File: src/hdl/pfsc_pkg.sv
// ----------------------------------------------------------------------------
// pfsc_pkg: shared types and codes for the PCM/float sample converter
// Transaction payload structs, command, register index and width codes.
// ----------------------------------------------------------------------------
package pfsc_pkg;

	localparam logic CMD_DECODE = 1'b0;
	localparam logic CMD_ENCODE = 1'b1;

	localparam logic [1:0] REG_WIDTH_CODE = 2'd0;
	localparam logic [1:0] REG_IS_SIGNED  = 2'd1;
	localparam logic [1:0] REG_BIG_ENDIAN = 2'd2;

	localparam logic [1:0] W8  = 2'd0;
	localparam logic [1:0] W16 = 2'd1;
	localparam logic [1:0] W24 = 2'd2;
	localparam logic [1:0] W32 = 2'd3;

	typedef struct packed {
		logic        command;
		logic [31:0] sample_data;
	} sample_t;

	typedef struct packed {
		logic [31:0] result_data;
		logic        format_error;
	} result_t;

endpackage

File: src/hdl/pcm_float_sample_converter.sv
// ----------------------------------------------------------------------------
// pcm_float_sample_converter: PCM bytes <-> IEEE single float, one sample each
// Two register stages: input register, conversion logic, result register.
// ----------------------------------------------------------------------------
// Usage:
//   sample channel: sample_valid / sample_stall / sample. A transaction moves
//     when sample_valid is high and sample_stall is low. command selects
//     decode (bytes to float) or encode (float to bytes).
//   result channel: result_valid / result_stall / result, same rule.
//   Configuration: cfg_we, cfg_index, cfg_wdata; write only while idle.
//     Index 0 width code, 1 signed flag, 2 big endian flag.
// Flow: an accepted sample enters the input register; result_valid rises
//   once the input register has passed it on to the result register.
// Throughput: one sample per cycle unless stalled; the single-pass conversion
//   cone between the input register and the result register sets that figure.
// Reset: both stages empty, width code 16-bit, signed, little endian.
// Stall: when the result register is full and stalled, both stages hold and
//   sample_stall rises in the same cycle; data is never dropped.
// ----------------------------------------------------------------------------
module pcm_float_sample_converter (
	input  logic              clk,
	input  logic              arst_n,
	input  logic              sample_valid,
	output logic              sample_stall,
	input  pfsc_pkg::sample_t sample,
	output logic              result_valid,
	input  logic              result_stall,
	output pfsc_pkg::result_t result,
	input  logic              cfg_we,
	input  logic [1:0]        cfg_index,
	input  logic [1:0]        cfg_wdata
);
	import pfsc_pkg::*;

	logic [1:0] width_code_q;
	logic       is_signed_q;
	logic       big_endian_q;

	logic    valid_s1;
	sample_t data_s1;
	result_t data_s2;
	result_t conv;
	logic    adv;

	// Reorder the low bytes of a sample, zero above the width.
	function automatic logic [31:0] swap_bytes(logic [31:0] r, logic [1:0] w);
		logic [31:0] o;
		case (w)
			W16:     o = {16'd0, r[7:0], r[15:8]};
			W24:     o = {8'd0, r[7:0], r[15:8], r[23:16]};
			W32:     o = {r[7:0], r[15:8], r[23:16], r[31:24]};
			default: o = r;
		endcase
		return o;
	endfunction

	function automatic logic [31:0] width_mask(logic [1:0] w);
		logic [31:0] m;
		case (w)
			W8:      m = 32'h0000_00FF;
			W16:     m = 32'h0000_FFFF;
			W24:     m = 32'h00FF_FFFF;
			default: m = 32'hFFFF_FFFF;
		endcase
		return m;
	endfunction

	function automatic logic [31:0] decode(logic [31:0] d, logic [1:0] w,
		logic sgn, logic be);
		logic [31:0] mask;
		logic [31:0] raw;
		logic [31:0] mag;
		logic [31:0] keep;
		logic [31:0] rem;
		logic [31:0] half;
		logic [4:0]  p;
		logic [3:0]  s;
		logic [7:0]  ex;
		logic        neg;
		mask = width_mask(w);
		raw  = d & mask;
		if (be)
			raw = swap_bytes(raw, w);
		if (!sgn)
			raw = raw ^ 32'h80;
		case (w)
			W8:      neg = raw[7];
			W16:     neg = raw[15];
			W24:     neg = raw[23];
			default: neg = raw[31];
		endcase
		mag = neg ? ((~raw + 32'd1) & mask) : raw;
		p = 5'd0;
		for (int i = 1; i < 32; i++)
			if (mag[i])
				p = 5'(i);
		if (mag == 32'd0)
			return 32'd0;
		if (p <= 5'd23) begin
			keep = mag << (5'd23 - p);
		end else begin
			s    = 4'(p - 5'd23);
			keep = mag >> s;
			rem  = mag & ((32'd1 << s) - 32'd1);
			half = 32'd1 << (s - 4'd1);
			if (rem > half || (rem == half && keep[0]))
				keep = keep + 32'd1;
			if (keep[24]) begin
				keep = keep >> 1;
				p    = p + 5'd1;
			end
		end
		ex = 8'(p) + 8'd120 - {3'd0, w, 3'd0};
		return {neg, ex, keep[22:0]};
	endfunction

	function automatic logic [31:0] encode(logic [31:0] d, logic [1:0] w,
		logic sgn, logic be);
		logic [7:0]  ef;
		logic [8:0]  bexp;
		logic [31:0] key;
		logic [31:0] lim;
		logic [23:0] m;
		logic [24:0] y;
		logic [4:0]  sh;
		logic [31:0] mag;
		logic [31:0] v;
		logic [31:0] raw;
		logic        neg;
		ef   = d[30:23];
		neg  = d[31];
		m    = {1'b1, d[22:0]};
		bexp = {1'b0, ef} + {4'd0, w, 3'd7};
		key  = {bexp, d[22:0]};
		case (w)
			W8:      lim = neg ? 32'h4300_0000 : 32'h42FE_0000;
			W16:     lim = neg ? 32'h4700_0000 : 32'h46FF_FE00;
			W24:     lim = neg ? 32'h4B00_0000 : 32'h4AFF_FFFE;
			default: lim = 32'h4F00_0000;
		endcase
		mag = 32'd0;
		if (ef == 8'hFF && d[22:0] != 23'd0) begin
			v = 32'd0;
		end else if (ef == 8'd0) begin
			v = 32'd0;
		end else if (key >= lim) begin
			// saturate at the integer limits
			case (w)
				W8:      v = neg ? 32'hFFFF_FF80 : 32'h0000_007F;
				W16:     v = neg ? 32'hFFFF_8000 : 32'h0000_7FFF;
				W24:     v = neg ? 32'hFF80_0000 : 32'h007F_FFFF;
				default: v = neg ? 32'h8000_0000 : 32'h7FFF_FFFF;
			endcase
		end else begin
			if (bexp < 9'd126) begin
				// below one half: only the largest float under 0.5 rounds up
				mag = (key == 32'h3EFF_FFFF) ? 32'd1 : 32'd0;
			end else if (bexp <= 9'd149) begin
				sh = 5'(9'd150 - bexp);
				y  = {1'b0, m} + (25'd1 << (sh - 5'd1));
				// carry into a new binade drops one bit: round to even
				if (y[24] && y[0])
					y = y[1] ? y + 25'd1 : y - 25'd1;
				mag = 32'(y >> sh);
			end else if (bexp == 9'd150) begin
				mag = {8'd0, m} + {31'd0, m[0]};
			end else begin
				mag = {8'd0, m} << 3'(bexp - 9'd150);
			end
			v = neg ? (~mag + 32'd1) : mag;
		end
		raw = v & width_mask(w);
		if (!sgn)
			raw = raw ^ 32'h80;
		if (be)
			raw = swap_bytes(raw, w);
		return raw;
	endfunction

	// Advance both stages unless a finished result is held by the receiver.
	assign adv          = !(result_valid && result_stall);
	assign sample_stall = !adv;

	always_ff @(posedge clk or negedge arst_n) begin
		if (!arst_n) begin
			width_code_q <= W16;
			is_signed_q  <= 1'b1;
			big_endian_q <= 1'b0;
		end else if (cfg_we) begin
			case (cfg_index)
				REG_WIDTH_CODE: width_code_q <= cfg_wdata;
				REG_IS_SIGNED:  is_signed_q  <= cfg_wdata[0];
				REG_BIG_ENDIAN: big_endian_q <= cfg_wdata[0];
				default:        ;
			endcase
		end
	end

	always_comb begin
		conv.format_error = 1'b0;
		if (!is_signed_q && width_code_q != W8) begin
			conv.result_data  = 32'd0;
			conv.format_error = 1'b1;
		end else if (data_s1.command == CMD_ENCODE) begin
			conv.result_data = encode(data_s1.sample_data, width_code_q,
				is_signed_q, big_endian_q);
		end else begin
			conv.result_data = decode(data_s1.sample_data, width_code_q,
				is_signed_q, big_endian_q);
		end
	end

	// Hold control in reset; payload needs none.
	always_ff @(posedge clk or negedge arst_n) begin
		if (!arst_n) begin
			valid_s1     <= 1'b0;
			result_valid <= 1'b0;
		end else if (adv) begin
			valid_s1     <= sample_valid;
			result_valid <= valid_s1;
		end
	end

	always_ff @(posedge clk) begin
		if (adv) begin
			data_s1 <= sample;
			data_s2 <= conv;
		end
	end

	assign result = data_s2;

`ifndef ASSERT_OFF
	a_err_zero: assert property (@(posedge clk) disable iff (!arst_n)
		result_valid && result.format_error |-> result.result_data == 32'd0)
		else $error("format error with nonzero data");
	a_s1_moves: assert property (@(posedge clk) disable iff (!arst_n)
		valid_s1 && adv |=> result_valid)
		else $error("stage one item lost");
	a_no_stall_empty: assert property (@(posedge clk) disable iff (!arst_n)
		!result_valid |-> !sample_stall)
		else $error("stall with empty result register");
`endif

endmodule
File: config.mk
export PLATFORM = sky130hd
export DESIGN_NAME = pcm_float_sample_converter
export DESIGN_NICKNAME = d
export VERILOG_FILES = /design/src/hdl/pfsc_pkg.sv /design/src/hdl/pcm_float_sample_converter.sv
export SDC_FILE = /design/constraint.sdc
export NUM_CORES = 1
export LEC_CHECK = 0
export ABC_AREA = 1
export BUFFER_PORTS_ARGS = -buffer_cell sky130_fd_sc_hd__buf_2
export CAP_MARGIN = 20
export CELL_PAD_IN_SITES_DETAIL_PLACEMENT = 0
export CELL_PAD_IN_SITES_GLOBAL_PLACEMENT = 1
export CORE_UTILIZATION = 48
export DETAILED_ROUTE_END_ITERATION = 8
export GPL_ROUTABILITY_DRIVEN = 0
export PLACE_DENSITY = 0.87
export SLEW_MARGIN = 20
export SYNTH_ARGS = -nofsm -noshare
export SYNTH_HDL_FRONTEND = slang
export SYNTH_SLANG_ARGS = --single-unit
File: constraint.sdc
create_clock -name clk -period 29 [get_ports clk]
set_clock_uncertainty 0.2 [all_clocks]
set_input_delay 1.45 -clock clk [delete_from_list [all_inputs] [get_ports clk]]
set_output_delay 1.45 -clock clk [all_outputs]
set_load 0.005 [all_outputs]
==> results.py, run 1 <==
metrics = {
    "synth": {
        "syn_area_per_cell_um2": 5.53,
        "synth_area_um2": 17700,
        "synth_top_area_share_pct": 21.5,
        "synth_ff_type": "edfxtp_1",
        "synth.largest_area_cell": "nand2_1",
        "ys_types": 64,
        "synthArstFlopShare_pct": 8.33,
        "syn-num-nets": 3367,
        "synth_edf_count": 66,
        "synth-seq-cells": 72,
        "seq_area_frac_synth_pct": 12.0,
        "yosys_warnings": 0,
        "synth_area_leaders": "nand2_1, edfxtp_1, nand3_1",
        "syn_inst": 3204,
    },
    "worst_setup_path": {
        "crit_top_cell": "nand2_1",
        "r2r-start": "data_s1[23]",
        "rrSetupSlack_ns": 14.66,
        "reg2regPathDepth": 60,
        "cp_slowest_cell": "ha_1",
        "cpPeakStageDelay_ns": 1.10,
        "startpoint_type": "register",
        "reg2reg_to": "result[7]",
        "path_class": "reg -> reg",
        "end_kind": "register",
        "required_ns": 28.88,
        "path_max_fanout": 81,
        "crit_path_start": "data_s1[23]",
        "crit_end": "result[7]",
        "worstPathArrival_ns": 14.21,
    },
    "cts": {
        "h-tree-depth": 3,
        "cts_root_buf": "clkbuf_16",
        "clkSinkCount": 72,
        "hold_buffers": 0,
        "post_cts_resized": 0,
        "clockBufferDepth": 2,
        "cts_tree": "done",
        "cts-buffers-inserted": 9,
        "insertion_delay_ns": 0.37,
        "clkSlewWorstSetupHoldPaths_ns": 0.07,
        "post-cts-setup-buffer-count": 0,
    },
    "min_path": {
        "hp-class": "reg -> reg",
    },
    "grt": {
        "grt_max_degree": 82,
        "grt_pass1_vias": 19582,
        "grt_overflow": 0,
        "grt_usage_pct": 35.6,
        "antenna_found_initial": 0,
        "grt_first_pass_wirelength_mm": 107,
    },
    "floorplanning": {
        "rows": 70,
        "core-area_um2": 36400,
        "num_io_pins": 77,
        "die_area_um2": 37700,
        "die_h_um": 194,
        "initial_core_util_pct": 48.6,
        "die_width_um": 194,
    },
    "timing": {
        "hold_viol": 0,
        "final-setup-viol-count": 0,
        "tns_ns": 0,
        "period_share_pct": 49.4,
        "finalMaxSlewViolations": 0,
        "layout_min_cycle_time_ns": 14.34,
        "fmax_ghz": 0.0698,
        "tightest_slew_ns": 0.962,
        "slew_headroom_pct": 35.9,
        "finalWorstSetupSlack_ns": 14.66,
        "rsz0062_at_grt": "no",
        "fin_hold_ws_ns": 0.253,
    },
    "cells_and_area": {
        "area_growth_pct": 4.47,
        "fillCellCount": 3927,
        "nets": 3333,
        "drive_above_1_share_pct": 5.92,
        "n_antenna_cell": 0,
    },
    "routing": {
        "drcViolationCount": 0,
        "drtPass1Iterations": 7,
        "ant_nets": 0,
        "routed-via-count": 22388,
        "drt_iter0_markers": 3725,
        "routed_via_density": 6.15,
        "wire_per_inst_um": 18.9,
        "wl_mm": 68.8,
    },
    "place": {
        "io_buffers": 76,
        "hpwl_mm": 54.4,
        "dp_slack_ns": 15.11,
    },
    "outcome": {
        "status": "finished, final reports clean",
    },
    "flow_run": {
        "maxCapViolCount": 0,
    },
}
## final cells by class
type | instances | area [µm²] | share of cell area (%)
sequential | 72 | 2130 | 11.5
multi-input combinational | 2656 | 13700 | 74.1
inverter | 337 | 1260 | 6.83
tap | 468 | 586 | 3.16
clock buffer | 9 | 225 | 1.22
timing repair buffer | 94 | 515 | 2.78
clock inverter | 7 | 66.3 | 0.358
## Yosys cell counts, types with 4 or more instances
library cell / number
buf_2: 19
inv_2: 17
o21a_1: 8
nand3_1: 393
o21ai_1: 34
nand3_2: 4
nor4_1: 22
nor2_1: 269
o21bai_1: 7
clkbuf_1: 85
xor2_1: 64
inv_1: 311
or2_2: 7
o22ai_1: 19
nand3b_1: 13
mux2i_1: 12
o21ai_0: 237
xnor2_1: 28
nor2_2: 14
edfxtp_1: 66
nand4_1: 46
nand2_2: 10
o31ai_1: 7
dfrtp_1: 4
buf_6: 8
buf_1: 19
and2_1: 6
a21oi_1: 157
nand4_2: 5
nor3b_1: 5
nand2_1: 1013
o211ai_1: 35
clkinv_1: 9
buf_4: 8
o221ai_1: 14
a31oi_1: 18
ha_1: 119
nor3_1: 44
a21boi_0: 4
## critical path, delay by kind of cell, from the launching register on
family,cells,cell delay [ns]
buffers and inverters,8,3.72
AND/OR/NAND/NOR,29,2.92
adder cells (fa/ha/maj),6,2.87
AO/OA/AOI/OAI,14,2.84
XOR/XNOR,3,1.07
flip-flops,1,0.34
## cells by family after synthesis
logic type	after synthesis	share of synthesized area [%]
buf+inv	476	10.7
simple gates	1864	45.4
compound gates	567	18.0
xor+xnor	92	4.55
flops	72	12.0
fa+ha+maj	121	8.63
mux	12	0.678
## through the flow
stage,utilization (%),area [µm²],std cells
detailed placement,50.0,18200,3627
global route,50.8,18500,3643
global placement,50.0,18200,3627
floorplan,-,17700,3204
finish,50.8,18500,3643
CTS,50.8,18500,3643
## worst min-delay path by stage
stage / from / to / slack (ns) / cells after the start
2_1_floorplan: valid_s1 / result_valid / 0.22 / 2
3_3_place_gp: valid_s1 / result_valid / 0.23 / 2
3_5_place_dp: valid_s1 / result_valid / 0.25 / 2
4_1_cts: valid_s1 / result_valid / 0.26 / 2
5_1_grt: valid_s1 / result_valid / 0.28 / 2
6_report: valid_s1 / result_valid / 0.25 / 2
## layer usage
metal / vias to the layer above / share of wire, % / GRT usage [%]
met5: - / 0 / 0
met4: 0 / 3.0 / 9.55
met3: 179 / 12 / 6.54
met2: 1417 / 40 / 51.7
met1: 10133 / 45 / 52.9
li1: 10659 / - / -
## registers in the layout, indices dropped and copies added (netlist names)
register,cells
big_endian_q,1
data_s1,33
is_signed_q,1
result,33
result_valid,1
valid_s1,1
width_code_q,2
## cells in the final DEF (no fill, tap or decap), drive strengths merged, types with 47 or more instances in the layout
cell type  instances
a21oi            158
buf               94
edfxtp            66
ha               119
inv              330
nand2           1026
nand3            397
nand4             51
nor2             286
nor3              47
o21ai            273
xor2              64
Power of run 1 is left out: the tool's default activity adds up to more than one toggle a clock period on the data nets, which glitch-free logic cannot reach.
==> run 2: changes to the inputs <==
CORE_UTILIZATION = 45   (was 48)
PLACE_DENSITY = 0.82   (was 0.87)
clock period = 13.6 ns   (was 29 ns; I/O delays follow)
==> results.py, run 2 (synthesis gave the netlist of run 1 again) <==
metrics = {
    "outcome": {
        "status": "complete, but fails checks",
        "violations": "DRC",
    },
    "min_path": {
        "hp-class": "reg -> reg",
    },
    "worst_setup_path": {
        "path_class": "reg -> reg",
        "required_ns": 13.50,
        "startpoint_type": "register",
        "path_max_fanout": 39,
        "end_kind": "register",
        "worstPathArrival_ns": 12.24,
        "crit_top_cell": "inv_1",
        "cpPeakStageDelay_ns": 0.69,
        "cp_slowest_cell": "dfstp_2",
    },
    "routing": {
        "drtPass1Iterations": 9,
        "ant_nets": 0,
        "drt_iter0_markers": 2823,
        "wire_per_inst_um": 18.8,
        "routed_via_density": 5.96,
        "wl_mm": 69.6,
        "drcViolationCount": 1,
        "routed-via-count": 22059,
    },
    "cells_and_area": {
        "stdcell_count": 3702,
        "nets": 3342,
        "area_growth_pct": 5.40,
        "final_util_pct": 48.2,
        "drive_above_1_share_pct": 6.25,
        "n_antenna_cell": 0,
        "final_cell_mix": "nand2_1, nand3_1, inv_1",
        "final_common_cell": "nand2_1",
    },
    "floorplanning": {
        "num_io_pins": 77,
        "die_width_um": 200,
        "die_h_um": 200,
        "die_area_um2": 40200,
        "core-area_um2": 38700,
        "rows": 72,
        "initial_core_util_pct": 45.7,
    },
    "grt": {
        "grt_pass1_vias": 19171,
        "grt_first_pass_wirelength_mm": 108,
        "grt_max_degree": 76,
        "antenna_found_initial": 0,
        "grt_overflow": 0,
        "grt_usage_pct": 33.5,
    },
    "timing": {
        "final-setup-viol-count": 0,
        "fmax_ghz": 0.0811,
        "finalMaxSlewViolations": 0,
        "tightest_slew_ns": 0.987,
        "finalWorstSetupSlack_ns": 1.27,
        "period_share_pct": 90.7,
        "rsz0062_at_grt": "no",
        "slew_headroom_pct": 33.6,
        "layout_min_cycle_time_ns": 12.33,
        "hold_viol": 0,
        "tns_ns": 0,
    },
    "cts": {
        "clockBufferDepth": 2,
        "clkSinkCount": 72,
        "post-cts-setup-buffer-count": 0,
        "clkSlewWorstSetupHoldPaths_ns": 0.08,
        "cts_tree": "done",
        "insertion_delay_ns": 0.38,
        "cts-buffers-inserted": 9,
        "h-tree-depth": 3,
        "cts_root_buf": "clkbuf_16",
    },
    "place": {
        "dp_slack_ns": 1.52,
        "io_buffers": 76,
        "hpwl_mm": 55.4,
        "placed_cells": 3685,
    },
    "flow_run": {
        "maxCapViolCount": 0,
    },
}
-- run 2: cell types whose count changed in the layout (fill, tap and decap cells not counted), sizes merged --
cell,delta
bufinv,+1
buf,+8
inv,+1
clkinvlp,-2
dlygate4sd3,+1
-- run 2: final cells by class --
class / count / area (µm²)
inverter: 337 / 1260
clock buffer: 9 / 225
clock inverter: 7 / 77.6
multi-input combinational: 2656 / 13700
fill: 4212 / 20100
timing repair buffer: 103 / 586
tap: 518 / 648
sequential: 72 / 2130
-- run 2: path summary, 6_finish.rpt --
kind | startpoint | to | slack [ns] | depth (start not counted)
max | width_code_q[0] | result[29] | 1.27 | 64
min | valid_s1 | result_valid | 0.27 | 2
max reg2reg | width_code_q[0] | result[29] | 1.27 | 64
min reg2reg | valid_s1 | result_valid | 0.27 | 2
max in group asynchronous | arst_n | is_signed_q | 12.45 | 2
min in group asynchronous | arst_n | valid_s1 | 0.50 | 2
-- run 2: what timing repair did --
action,CTS,global route
endpoints found under the hold margin,4,0
resized for setup,0,3
hold buffers,1,0
setup endpoints to repair,0,3
-- run 2: stage by stage --
step | hold slack (ns) | area (µm²)
after global routing | 0.270 | 18700
final | 0.268 | 18700
after floorplan | 0.184 | 17700
after detailed placement | 0.238 | 18300
after CTS | 0.267 | 18700
after global placement | 0.233 | 18300
-- run 2: worst max-delay path, delay by kind of cell, from the launching register on --
| kind | cells | cell delay (ns) |
|---|---|---|
| fa+ha+maj | 6 | 1.42 |
| buf+inv | 16 | 2.97 |
| simple gates | 37 | 5.81 |
| flops | 1 | 0.69 |
| compound gates | 5 | 0.89 |
-- run 2: layer usage --
| layer | global-route usage, % | up-vias | share of wire, % | routed length (µm) |
|---|---|---|---|---|
| met2 | 47.9 | 1229 | 40 | 27900 |
| met5 | 0 | - | 0 | 0 |
| met1 | 50.3 | 10041 | 46 | 32100 |
| met4 | 8.32 | 0 | 2.5 | 1760 |
| li1 | - | 10670 | - | - |
| met3 | 7.21 | 119 | 11 | 7820 |
Power of run 2 is left out for the same reason.
